`config.mk`:
```
export PLATFORM = sky130hd
export DESIGN_NAME = vn_div_stage
export DESIGN_NICKNAME = d
export VERILOG_FILES = /design/src/design/vn_pkg.sv /design/src/design/vn_div_stage.sv
export SDC_FILE = /design/constraint.sdc
export NUM_CORES = 1
export LEC_CHECK = 0
export BUFFER_PORTS_ARGS = -buffer_cell sky130_fd_sc_hd__buf_2
export CAP_MARGIN = 5
export CORE_MARGIN = 3
export CORE_UTILIZATION = 52
export CTS_CLUSTER_DIAMETER = 100
export DETAILED_ROUTE_END_ITERATION = 8
export PLACE_DENSITY = 0.83
export SLEW_MARGIN = 20
export SYNTH_ARGS = -nofsm -noshare
export SYNTH_HDL_FRONTEND = slang
export SYNTH_SLANG_ARGS = --single-unit
export TNS_END_PERCENT = 10
```
`constraint.sdc`:
```
create_clock -name clk -period 1 [get_ports clk]
set_input_delay 0.1 -clock clk [delete_from_list [all_inputs] [get_ports clk]]
set_output_delay 0.1 -clock clk [all_outputs]
set_load 0.05 [all_outputs]
```
`src/design/vn_pkg.sv`:
```
`timescale 1ns / 1ps
// ----------------------------------------------------------------------------
// vn_pkg
// Shared types and constants of the vector normalizer pipeline.
// ----------------------------------------------------------------------------
package vn_pkg;

	localparam int CompW   = 24;
	localparam int SumW    = 48;
	localparam int ResW    = 50;
	localparam int LenW    = 24;
	localparam int QuotW   = 23;
	localparam int RemW    = 25;
	localparam int MinLenW = 23;
	localparam int SqrtSteps = 24;
	localparam int DivSteps  = 23;

	typedef struct packed {
		logic                        valid;
		logic [SumW-1:0]             rem;
		logic [ResW-1:0]             res;
		logic [2:0][CompW-1:0]       mag;
		logic [2:0]                  neg;
	} sq_t;

	typedef struct packed {
		logic                        valid;
		logic                        degen;
		logic [LenW-1:0]             len;
		logic [2:0][RemW-1:0]        rem;
		logic [2:0][QuotW-1:0]       quot;
		logic [2:0]                  neg;
	} dv_t;

endpackage

```
`src/design/vn_div_stage.sv`:
```
`timescale 1ns / 1ps
// ----------------------------------------------------------------------------
// vn_div_stage
// One registered restoring-division step for all three components.
// ----------------------------------------------------------------------------
module vn_div_stage import vn_pkg::*; #(
	parameter int Step = 0
) (
	input  logic clk,
	input  logic arst_n,
	input  logic en,
	input  dv_t  din,
	output dv_t  dout
);

	logic [RemW-1:0] r [3];
	dv_t             nxt;
	dv_t             pipe_s1;

	always_comb begin
		nxt = din;
		for (int i = 0; i < 3; i++) begin
			r[i] = (Step == 0) ? din.rem[i] : {din.rem[i][RemW-2:0], 1'b0};
			if (r[i] >= {1'b0, din.len}) begin
				nxt.rem[i]  = r[i] - {1'b0, din.len};
				nxt.quot[i] = {din.quot[i][QuotW-2:0], 1'b1};
			end else begin
				nxt.rem[i]  = r[i];
				nxt.quot[i] = {din.quot[i][QuotW-2:0], 1'b0};
			end
		end
	end

	always_ff @(posedge clk or negedge arst_n) begin
		if (!arst_n) begin
			pipe_s1 <= '0;
		end else if (en) begin
			pipe_s1 <= nxt;
		end
	end

	assign dout = pipe_s1;

endmodule

```
==> results of run 1 <==
## cell usage after synthesis, types with 4 or more instances
cell       number  area (um^2)
inv_1          48        180.2
mux2_2         97         1092
nand2_1        86        322.8
and3_1          7        43.79
or3_1           8        50.05
o21bai_1        8        60.06
o21a_1         13        97.59
or2_2           4        25.02
mux2i_1        37        370.4
nor2_1        115        431.7
o221ai_1        4        35.03
ha_1           72        900.9
a21oi_1        95        475.5
a211oi_1        6        45.04
dfrtp_1       173         4329
o211ai_1       11        82.58
buf_4           5        37.54
clkbuf_1       35        131.4
a31oi_1        29        181.4
a21o_1         27        202.7
o21ai_0        36        180.2
nor4_1          5        31.28
nor2b_1         9        56.30
xnor2_1        34        297.8
nor3_1         17        85.08
xor2_1         19        166.4
nand4_1        15        93.84
a2bb2oi_1       5        43.79
o31a_1          4        35.03
nand2b_1        8        50.05
nand3_1        22        110.1
## repair_timing
item,4_1_cts
gates resized for setup,476
hold endpoints to repair,299
pin swaps,71
buffers inserted,30
hold buffers,127
endpoints found under the setup margin,251
gates cloned,4
## per-stage QoR
stage,worst slack (ns),utilization [%],hold WS [ns]
floorplan,-1.243,-,-0.1956
global placement,-1.503,74.22,-0.01880
detailed placement,-1.658,74.22,-0.01715
CTS,-1.049,93.36,0.001623
## logic make-up after synthesis
| family | Yosys count |
|---|---|
| AND/OR/NAND/NOR | 313 |
| AO/OA/AOI/OAI | 289 |
| flip-flops | 173 |
| multiplexers | 134 |
| buffers and inverters | 94 |
| adder cells (fa/ha/maj) | 75 |
| XOR/XNOR | 53 |
==> impl_metrics.yaml, run 1 <==
outcome:
  status: "stopped before the end"
  lastStage: "global routing"
  tool.error: "[ERROR DPL-0038] Utilization greater than 100%, impossible to legalize"
cts:
  root_buffer: "clkbuf_16"
  clockBufferDepth: 2
  cts.sinks: 173
  cts_made_buffers: 17
  htreeDepth: 4
yosys:
  synthAdderAreaFrac_pct: 8.764
  synth-compound-area-share_pct: 17.48
  syn_nets: 1382
  ys_seq_area_share_pct: 39.48
  synth-seq-cells: 173
  synthFlopType: "dfrtp_1"
  yosysWarnings: 0
  async_flop_share_pct: 100.0
  yosys.area_share.simple_pct: 13.12
  synth.distinct_cells: 80
  synth_edf_count: 0
  synth_mux_area_share_pct: 13.34
  synthCells: 1131
  synth_top_family_by_area: "compound AO/OA/AOI/OAI gates"
  syn_avg_cell_area_um2: 9.694
  synth_area_mm2: 0.01096
  synth_xor_xnor_area_share_pct: 4.234
timing:
  worst-ep-kind: "register input"
  worst_endpoint: "dout[122]$_DFFE_PN0P_/D"
floorplanning:
  rows: 52
  die_y_um: 151.2
  initial_core_util_pct: 53.50
  die-width_um: 151.2
  top_level_ports: 349
global_routing:
  grt_max_degree: 47
placement:
  placedCellCount: 1959
  port-buffer-count: 345
  gp_congestion: 0.9951
  post-dp-hpwl_um: 32440
  placed_area_mm2: 0.01521
==> run 2: changes to the inputs <==
--- a/config.mk
+++ b/config.mk
@@ -8,10 +8,9 @@
 export BUFFER_PORTS_ARGS = -buffer_cell sky130_fd_sc_hd__buf_2
 export CAP_MARGIN = 5
 export CORE_MARGIN = 3
-export CORE_UTILIZATION = 52
-export CTS_CLUSTER_DIAMETER = 100
+export CORE_UTILIZATION = 40
 export DETAILED_ROUTE_END_ITERATION = 8
-export PLACE_DENSITY = 0.83
+export PLACE_DENSITY_LB_ADDON = 0.15
 export SLEW_MARGIN = 20
 export SYNTH_ARGS = -nofsm -noshare
 export SYNTH_HDL_FRONTEND = slang
==> run 2 against run 1 <==
  * The flow now finishes, with violations (negative hold slack, negative setup slack)
  * Synthesized cell count stayed put
  * Synthesized area stayed put
==> impl_metrics.yaml, run 2 <==
route:
  antenna_left: 0
  vias_per_cell: 5.399
  vias: 12200
  wl_per_cell_um: 20.48
  first_iter_violations: 757
  firstDrtPassIters: 5
  wl_um: 46270
  drc_errors: 0
worst_setup_path:
  cp.arrival_ns: 2.50
  start_kind: "input port"
  cp_max_fo: 5
  r2r_cells: 2
  worst-setup-path-type: "input port to flip-flop"
  worst_setup_path_end_kind: "flip-flop"
  ff2ff_setup_slack_ns: 0.14
  r2r_start: "dout[145]"
  required_ns: 1.37
  reg2reg_to: "dout[145]"
placement:
  placedCellCount: 2041
  gp_congestion: 0.9381
  port-buffer-count: 345
  post-dp-hpwl_um: 31220
cts:
  cts.sinks: 173
  cts_tree: "built"
  root_buffer: "clkbuf_16"
  cts_made_buffers: 17
  insertion_delay_ns: 0.44
  clockBufferDepth: 2
  htreeDepth: 4
  clk_pin_slew_ns: 0.08
floorplanning:
  initial_core_util_pct: 41.37
  die_area_mm2: 0.02943
  rows: 59
  coreArea_mm2: 0.02650
  die_y_um: 171.6
  top_level_ports: 349
  die-width_um: 171.6
timing:
  hold_ws_ns: -0.007323
  worst_pin_slew_ns: 0.5040
  slew_headroom_pct: 65.53
  max_freq_ghz: 0.4690
  setup_viol: 251
  rsz0062_at_grt: "true"
  clock_skew_ns: 0
  final_hold_viol_count: 2
  period_needed_ns: 2.132
  post-route-period-util_pct: 213.2
  setup_slack_ns: -1.132
  slew_violations: 0
global_routing:
  grt_max_degree: 58
  grt_pass1_wl_um: 68310
  grt_antenna_before_repair: 4
  overflow: 0
  grt_pass1_vias: 12680
  grt_use_total_pct: 29.81
final_layout:
  layout_commonest_cell: "buf_4"
  seqCellArea_mm2: 0.004330
  final_layout_size_suffix_gt1_share_pct: 51.87
  post-route-util_pct: 76.14
  fillCellCount: 1718
  instances_no_fill: 2259
  nNetsFinal: 2160
  multi_input_area_mm2: 0.007457
  most-common-layout-cells: "287 x buf_4, 199 x buf_6, 172 x dfrtp_1, 157 x buf_2, 131 x dlygate4sd3_1"
  largest_reg_flops: 173
  area.growth.synth_to_final_pct: 84.04
yosys:
  syn_nets: 1382
  synth_edf_count: 0
  synth_area_mm2: 0.01096
  syn_avg_cell_area_um2: 9.694
  synth.top_cells.by_area: "dfrtp_1 39%, mux2_2 10%, ha_1 8.2%"
  ys_seq_area_share_pct: 39.48
  synth.distinct_cells: 80
  synth.most_common_cell: "dfrtp_1"
  synthFlopType: "dfrtp_1"
  yosysWarnings: 0
  async_flop_share_pct: 100.0
  yosys.area.top_type: "dfrtp_1"
  synthCells: 1131
  synthTopCellsByCount: "173 x dfrtp_1, 115 x nor2_1, 97 x mux2_2"
  synth-seq-cells: 173
  synth_top_area_share_pct: 39.48
flow_run:
  drv_cap: 0
min_path:
  hp-start: "din[112]"
  hold_path.class: "input port to flip-flop"
  holdPathEnd: "dout[112]"
  whs_path_depth: 3
power:
  p_per_area_mw_per_mm2: 1535
  p_total_w: 0.03097
  vdd_ir_drop_max_mv: 1.331
  p_leak_nw: 9.436
outcome:
  violations: "negative hold slack, negative setup slack"
  status: "complete, but fails checks"
run 2: metal layers:
layer  global-route usage (%)  part of all wire, %  up-vias
met1                    36.46                   39     5897
met3                    6.734                  6.5      113
met4                    10.99                  3.5        4
met5                        0                0.056        -
met2                    51.52                   51      510
li1                         -                    -     5672
run 2: worst max path at each step:
stage              from         to  slack [ns]
6_report       din[156]  dout[146]       -1.13
5_1_grt        din[157]  dout[121]       -1.27
4_1_cts        din[153]   dout[96]       -1.10
3_5_place_dp   din[157]  dout[118]       -1.68
3_3_place_gp   din[153]  dout[118]       -1.69
2_1_floorplan  din[149]  dout[121]       -1.24
run 2: kinds of logic (layout without fill, tap and decap cells):
kind of cell / count (synthesis) / after routing / synth area share [%]
and+or+nand+nor: 313 / 313 / 13.12
AOI/OAI and AO/OA: 289 / 289 / 17.48
DFF: 173 / 173 / 39.48
muxes: 134 / 134 / 13.34
buffers and inverters: 94 / 885 / 3.572
adders and majority gates: 75 / 75 / 8.764
xor gates and xnor gates: 53 / 53 / 4.234
other: 0 / 2 / 0
run 2: repair_timing:
action,in CTS,in global routing
hold buffers,130,1
pin swaps,88,78
endpoints found under the setup margin,251,251
setup buffers,29,27
endpoints found under the hold margin,302,1
gates resized for setup,477,124
cloned,3,1
run 2: area by class of cell:
cell class | count | area share, %
inverters | 48 | 1.129
well taps | 335 | 2.077
diodes | 2 | 0.02480
flip-flops and latches | 173 | 21.46
repair buffers | 805 | 35.08
clock buffers | 17 | 2.108
multi-input cells | 864 | 36.96
clock inverters | 15 | 1.160
run 2: where the power goes:
group | switching (W) | internal, W
Clock | 0.00402 | 0.00362
Combinational | 0.00811 | 0.00642
Sequential | 0.000827 | 0.00797
run 2: critical path, cell delays in order:
cell and delay (ns):
buf_8 0.08, clkinvlp_4 0.17, buf_6 0.17, ha_4 0.27, nand3_4 0.06, or3_4 0.40, a211oi_4 0.26, o211ai_2 0.15
a21o_4 0.27, or3_1 0.37, a31oi_1 0.18
run 2: per-stage QoR:
step | setup TNS (ns) | cell area [um^2] | setup slack [ns]
2_1_floorplan | -109.59 | 11280 | -1.243
3_3_place_gp | -118.02 | 15440 | -1.694
3_5_place_dp | -120.55 | 15440 | -1.685
5_1_grt | -104.77 | 20180 | -1.269
6_report | -94.58 | 20180 | -1.132
4_1_cts | -94.85 | 19400 | -1.099
(Power assumes the default switching activity.)
