`config.mk`:
```
export PLATFORM = sky130hd
export DESIGN_NAME = vn_sqrt_stage
export DESIGN_NICKNAME = d
export VERILOG_FILES = /design/src/design/vn_pkg.sv /design/src/design/vn_sqrt_stage.sv
export SDC_FILE = /design/constraint.sdc
export NUM_CORES = 1
export LEC_CHECK = 0
export BUFFER_PORTS_ARGS = -buffer_cell sky130_fd_sc_hd__buf_2
export CORE_UTILIZATION = 40
export DETAILED_ROUTE_END_ITERATION = 6
export PLACE_DENSITY = 0.76
export SLEW_MARGIN = 10
export SYNTH_ARGS = -nofsm -noshare
export SYNTH_HDL_FRONTEND = slang
export SYNTH_SLANG_ARGS = --single-unit
export TNS_END_PERCENT = 10
```
`constraint.sdc`:
```
create_clock -name clk -period 1.2 [get_ports clk]
set_input_delay 0.12 -clock clk [delete_from_list [all_inputs] [get_ports clk]]
set_output_delay 0.12 -clock clk [all_outputs]
set_load 0.01 [all_outputs]
```
`src/design/vn_pkg.sv`:
```
`timescale 1ns / 1ps
// ----------------------------------------------------------------------------
// vn_pkg
// Shared types and constants of the vector normalizer pipeline.
// ----------------------------------------------------------------------------
package vn_pkg;

	localparam int CompW   = 24;
	localparam int SumW    = 48;
	localparam int ResW    = 50;
	localparam int LenW    = 24;
	localparam int QuotW   = 23;
	localparam int RemW    = 25;
	localparam int MinLenW = 23;
	localparam int SqrtSteps = 24;
	localparam int DivSteps  = 23;

	typedef struct packed {
		logic                        valid;
		logic [SumW-1:0]             rem;
		logic [ResW-1:0]             res;
		logic [2:0][CompW-1:0]       mag;
		logic [2:0]                  neg;
	} sq_t;

	typedef struct packed {
		logic                        valid;
		logic                        degen;
		logic [LenW-1:0]             len;
		logic [2:0][RemW-1:0]        rem;
		logic [2:0][QuotW-1:0]       quot;
		logic [2:0]                  neg;
	} dv_t;

endpackage

```
`src/design/vn_sqrt_stage.sv`:
```
`timescale 1ns / 1ps
// ----------------------------------------------------------------------------
// vn_sqrt_stage
// One registered step of the bitwise integer square root.
// ----------------------------------------------------------------------------
module vn_sqrt_stage import vn_pkg::*; #(
	parameter int Step = 0
) (
	input  logic clk,
	input  logic arst_n,
	input  logic en,
	input  sq_t  din,
	output sq_t  dout
);

	localparam logic [ResW-1:0] Bit = ResW'(1) << (46 - 2 * Step);

	logic [ResW-1:0] trial;
	sq_t             nxt;
	sq_t             pipe_s1;

	always_comb begin
		nxt   = din;
		trial = din.res + Bit;
		if ({{(ResW-SumW){1'b0}}, din.rem} >= trial) begin
			nxt.rem = din.rem - trial[SumW-1:0];
			nxt.res = (din.res >> 1) + Bit;
		end else begin
			nxt.res = din.res >> 1;
		end
	end

	always_ff @(posedge clk or negedge arst_n) begin
		if (!arst_n) begin
			pipe_s1 <= '0;
		end else if (en) begin
			pipe_s1 <= nxt;
		end
	end

	assign dout = pipe_s1;

endmodule

```
==> results of run 1 <==
-- report_power, final --
group / internal (mW) / total [mW] / switching, mW
sequential: 6.48 / 6.84 / 0.355
clock: 2.90 / 5.93 / 3.03
combinational: 3.02 / 5.83 / 2.81
-- synthesized netlist by cell type (2+ instances only) --
cell / number
a211o_1: 4
a211oi_1: 3
a21boi_0: 3
a21boi_1: 2
a21o_1: 28
a21oi_1: 97
a221oi_2: 2
a31oi_1: 8
and2_1: 5
and3_1: 7
buf_6: 7
clkbuf_1: 45
dfrtp_1: 174
ha_1: 50
inv_1: 59
mux2_2: 122
mux2i_1: 42
nand2_1: 38
nand2b_1: 2
nand3_1: 15
nand3b_1: 4
nand4_1: 20
nor2_1: 86
nor2b_1: 6
nor3_1: 4
o211ai_1: 4
o21a_1: 8
o21ai_0: 33
o21ai_1: 4
o21bai_1: 5
o2bb2ai_1: 2
o31ai_1: 5
o41ai_1: 2
or2_2: 2
or3_1: 3
xnor2_1: 23
xor2_1: 20
-- cell type report --
class                   count  share of cell area, %
diodes                      3                 0.0470
clock buffers              17                   2.66
clock inverters            15                   1.29
inverters                  59                   1.49
multi-input cells         672                   34.3
flip-flops and latches    174                   27.2
well taps                 324                   2.54
repair buffers            695                   30.4
-- final timing paths --
check                           cells after the start   endpoint  startpoint  slack [ns]
max in group asynchronous                           3    dout[9]      arst_n        0.45
worst max register to register                      1   dout[11]    dout[11]        0.37
worst min-delay path                                3  dout[136]    din[136]        0.01
min in group asynchronous                           2  dout[160]      arst_n        0.14
worst min register to register                      1  dout[124]   dout[124]        0.49
worst max-delay path                               14  dout[169]    din[125]       -1.12
-- routing by layer --
metal / wire length (um) / vias up
li1: - / 4724
met1: 13900 / 4805
met2: 17100 / 332
met3: 1780 / 99
met4: 1280 / 0
met5: 0 / -
-- through the flow --
step	instance area, um2	hold slack, ns
after detailed placement	13600	0.0247
after floorplan	10000	-0.176
after global placement	13600	0.0280
final	16000	0.0136
after CTS	15700	0.00202
after global routing	16000	0.0144
-- logic make-up (layout without fill, tap and decap cells) --
| family | count (synthesis) | count (layout) | synth area share, % |
|---|---|---|---|
| compound gates | 220 | 220 | 13.7 |
| xor+xnor | 43 | 43 | 3.81 |
| fa+ha+maj | 51 | 51 | 6.53 |
| buf+inv | 111 | 786 | 4.75 |
| flops | 174 | 174 | 44.0 |
| mux | 164 | 164 | 18.1 |
| other cells | 0 | 3 | 0 |
| simple gates | 194 | 194 | 9.02 |
-- what timing repair did --
item | 4_1_cts | 5_1_grt
buffers inserted | 4 | 6
setup endpoints to repair | 52 | 52
gates resized for setup | 30 | 46
pin swaps | 17 | 14
hold buffers | 126 | 0
gates cloned | 0 | 2
hold endpoints to repair | 299 | 0
==> results.py, run 1 <==
metrics = {
    "sta": {
        "worst_pin_slew_ns": 0.515,
        "finalHoldViolations": 0,
        "fin_skew_ns": 0,
        "max_freq_mhz": 432,
        "setup_viol": 52,
        "rsz0062_at_grt": "true",
        "period_share_pct": 193,
        "drv_slew": 0,
        "period_needed_ns": 2.32,
        "slew-limit-headroom_pct": 65.6,
        "finalSetupTns_ns": -51.69,
        "fin_ws_ns": -1.12,
    },
    "clocking": {
        "cts.htree.levels": 4,
        "clock_latency_ns": 0.43,
        "cts_sinks": 174,
        "clkTransAtPathRegs_ns": 0.08,
        "cts_tree": "done",
        "cts_max_path_buffers": 2,
        "cts_root_buffer": "clkbuf_16",
        "numCtsBuffers": 17,
    },
    "floorplan": {
        "num_rows": 57,
        "dieArea_um2": 25300,
        "start_util_pct": 40.8,
        "io_pins": 351,
        "die_w_um": 159,
        "die_y_um": 159,
        "fp.coreArea_um2": 24200,
    },
    "global_routing": {
        "antenna_found_initial": 3,
        "grt_first_pass_wirelength_um": 53300,
        "busiest_layer": "met2",
        "use_met2_pct": 46.7,
        "grt_pass1_vias": 10500,
        "grt_overflow": 0,
        "grt_use_total_pct": 26.3,
        "use_met3_pct": 5.39,
        "grt_max_degree": 62,
        "use_met1_pct": 30.8,
    },
    "setup_path": {
        "cp.required_ns": 1.52,
        "crit_family": "compound AO/OA/AOI/OAI gates",
        "path_buf_inv": 2,
        "cp-start-kind": "input port",
        "critPathMaxFanout": 4,
        "cp_common_cell": "a211o_1",
        "cp_cell_sequence": "buf_8 -> inv_12 -> ha_4 -> fa_2 -> nor2b_2 -> o31a_1 -> o2111ai_4 -> a211oi_2 -> a211o_1 -> a211oi_4 -> a2bb2oi_2 -> a31oi_1 -> mux2i_1 -> a211o_1",
        "slowest_stage": "a211o_1",
        "arrival_ns": 2.64,
        "worstSetupPathType": "input port to flip-flop",
        "max_stage_delay_ns": 0.35,
        "end_kind": "flip-flop",
    },
    "logic_synthesis": {
        "netlist_area_um2": 9890,
        "synthArstFlopShare_pct": 100,
        "ys_warn_count": 0,
        "syn-num-nets": 1185,
        "yosys_register_bits": 174,
        "synthTopCellsByArea": "dfrtp_1 (44%), mux2_2 (14%), ha_1 (6.3%)",
        "avgSynthCellArea_um2": 10.3,
        "synth_ff_type": "dfrtp_1",
        "ys_types": 50,
        "netlist_instances": 957,
        "yosysTopAreaCell": "dfrtp_1",
        "ys_seq_area_share_pct": 44.0,
        "synth.top_cell.area_share_pct": 44.0,
        "synth-edff-count": 0,
    },
    "finish": {
        "area_delta_synth_final_pct": 61.7,
        "final_common_cell": "buf_2",
        "n_fill_cell": 1795,
        "final-seq-area_um2": 4350,
        "layout_common_cells": "buf_2 (347), buf_4 (204), dfrtp_1 (174), dlygate4sd3_1 (126), mux2_2 (122)",
        "utilization_pct": 65.9,
        "layout.cells.non_filler": 1959,
        "largest_reg_flops": 174,
        "drive_gt1_share_pct": 48.9,
        "nets": 1847,
        "multiInputGateArea_um2": 5490,
    },
    "detailed_routing": {
        "wl_per_cell_um": 17.4,
        "drtPass1Iterations": 5,
        "drtAntennaViolNets": 0,
        "drt_first_iter_violations": 567,
        "drc_errors": 0,
        "viasPerCell": 5.08,
        "vias": 9960,
        "wirelength_um": 34100,
    },
    "pwr": {
        "max-vdd-ir-drop_mv": 0.813,
        "leakagePower_nw": 7.73,
        "p_per_area_nw_per_um2": 1160,
        "p_total_mw": 18.6,
    },
    "status": {
        "failed_checks": "negative setup slack",
        "status": "finished, violations left",
    },
    "worst_hold_path": {
        "holdCritPathClass": "input port to flip-flop",
    },
    "place": {
        "numPortBuffers": 350,
        "gp_congestion": 0.904,
        "placed_cells": 1786,
        "place_ws_ns": -1.75,
        "dp_hpwl_um": 23400,
    },
    "flow_run": {
        "cap_violations": 0,
    },
}
Power figures use the tool's default switching activity.
==> inputs of run 2 (changes only) <==
Settings changed: PLACE_DENSITY 0.76 to 0.79.
Clock period 1.2 ns to 1.9 ns, I/O delays scaled along.
==> results.py, run 2 (synthesis gave the netlist of run 1 again) <==
metrics = {
    "sta": {
        "fin_skew_ns": 0,
        "hold-worst-slack_ns": 0.0120,
        "finalHoldViolations": 0,
        "drv_slew": 0,
        "slew-limit-headroom_pct": 58.9,
        "setup_viol": 52,
        "fin_ws_ns": -0.592,
        "rsz0062_at_grt": "true",
        "finalSetupTns_ns": -24.46,
        "period_share_pct": 131,
        "worst_pin_slew_ns": 0.617,
        "period_needed_ns": 2.49,
        "max_freq_mhz": 401,
    },
    "floorplan": {
        "fp.coreArea_um2": 24200,
        "dieArea_um2": 25300,
        "die_w_um": 159,
        "start_util_pct": 40.8,
        "num_rows": 57,
        "die_y_um": 159,
        "io_pins": 351,
    },
    "clocking": {
        "clock_latency_ns": 0.43,
        "cts_max_path_buffers": 2,
        "cts_root_buffer": "clkbuf_16",
        "numCtsBuffers": 17,
        "cts.htree.levels": 4,
        "cts_sinks": 174,
        "clkTransAtPathRegs_ns": 0.08,
        "cts_tree": "done",
    },
    "pwr": {
        "p_switching_mw": 3.81,
        "p_total_mw": 11.7,
        "seqPwrFrac_pct": 37.0,
        "clock_power_share_pct": 32.6,
        "leakagePower_nw": 7.55,
        "max-vdd-ir-drop_mv": 0.624,
        "p_per_area_nw_per_um2": 752,
        "netSwitchingFraction_pct": 32.6,
        "p_int_mw": 7.86,
        "p_comb_share_pct": 30.4,
    },
    "setup_path": {
        "rr_worst_depth": 1,
        "arrival_ns": 2.80,
        "worstSetupPathType": "input port to flip-flop",
        "cp-start-kind": "input port",
        "critPathMaxFanout": 3,
        "end_kind": "flip-flop",
        "cp.required_ns": 2.21,
        "r2r-start": "dout[169]",
        "cp-startpoint": "din[125]",
    },
    "detailed_routing": {
        "viasPerCell": 5.10,
        "drc_errors": 0,
        "drtPass1Iterations": 5,
        "wl_per_cell_um": 17.0,
        "wirelength_um": 32700,
        "drtAntennaViolNets": 0,
        "drt_first_iter_violations": 531,
        "vias": 9788,
    },
    "finish": {
        "layout.cells.non_filler": 1920,
        "final_cell_area_um2": 15500,
        "largest_reg_flops": 174,
        "layout_common_cells": "buf_2 (346), buf_4 (202), dfrtp_1 (174), mux2_2 (122), dlygate4sd3_1 (92)",
        "final_common_cell": "buf_2",
        "nets": 1809,
        "area_delta_synth_final_pct": 56.9,
        "drive_gt1_share_pct": 48.9,
    },
    "flow_run": {
        "cap_violations": 0,
    },
    "status": {
        "failed_checks": "negative setup slack",
        "status": "finished, violations left",
    },
    "worst_hold_path": {
        "holdCritPathClass": "input port to flip-flop",
        "hold-path-cell-count": 2,
        "min-delay-start": "din[83]",
    },
    "global_routing": {
        "grt_overflow": 0,
        "antenna_found_initial": 2,
        "grt_pass1_vias": 10400,
        "grt_use_total_pct": 26.1,
        "grt_first_pass_wirelength_um": 52700,
        "grt_max_degree": 57,
    },
    "place": {
        "numPortBuffers": 350,
        "placed_cells": 1782,
        "dp_hpwl_um": 23300,
        "placed_area_um2": 13600,
        "gp_congestion": 0.905,
    },
}
run 2: cell types whose count changed in the layout (fill, tap and decap cells not counted), moves of 3 or more:
cell / change
dlygate4sd3_1: -34
ha_1: +4
ha_4: -5
o21ai_0: +3
o21ai_2: -3
run 2: through the flow:
stage               setup WS, ns  utilization, %
floorplan                 -0.606               -
global placement           -1.11            55.9
detailed placement         -1.15            55.9
CTS                       -0.606            63.3
global route              -0.677            64.0
finish                    -0.592            64.0
run 2: metal layers:
layer  wire, um  track usage [%]
met5          0                0
met4       1320             12.2
met3       1830             5.44
met1      13100             30.4
met2      16400             45.8
run 2: worst max-delay path: stages:
cell,delay (ns)
buf_8,0.11
inv_12,0.04
ha_4,0.16
fa_2,0.22
nor2b_2,0.05
o31a_1,0.32
o2111ai_4,0.27
a211oi_2,0.13
a211o_1,0.30
a211oi_4,0.31
a2bb2oi_2,0.21
a31oi_2,0.11
mux2i_1,0.15
a211o_1,0.24
run 2: power by group through the flow:
stage / Sequential, mW / Clock, mW / Combinational (mW)
after floorplan: 4.55 / 0 / 1.44
after global placement: 4.35 / 0 / 3.13
after detailed placement: 4.37 / 0 / 3.20
after CTS: 4.31 / 3.87 / 3.46
after global routing: 4.37 / 3.99 / 3.84
final: 4.32 / 3.80 / 3.55
run 2: what timing repair did:
item | 4_1_cts | 5_1_grt
hold endpoints to repair | 131 | 1
cloned | 2 | 0
hold buffers | 91 | 1
gates resized for setup | 26 | 32
pin swaps | 16 | 46
endpoints found under the setup margin | 52 | 52
setup buffers | 6 | 5
run 2: cell type report:
cell class                      instances  area (um2)
Antenna cell                            2        5.00
Clock buffer                           17         425
Clock inverter                         15         215
Fill cell                            1909        8740
Inverter                               59         239
Multi-Input combinational cell        672        5390
Sequential cell                       174        4350
Tap cell                              324         405
Timing Repair Buffer                  657        4480
run 2: final timing paths:
kind	endpoint	slack (ns)
worst max-delay path	dout[169]	-0.59
worst min-delay path	dout[82]	0.01
worst max register to register	dout[169]	1.07
worst min register to register	dout[124]	0.50
max in group asynchronous	dout[74]	0.99
min in group asynchronous	dout[43]	0.26
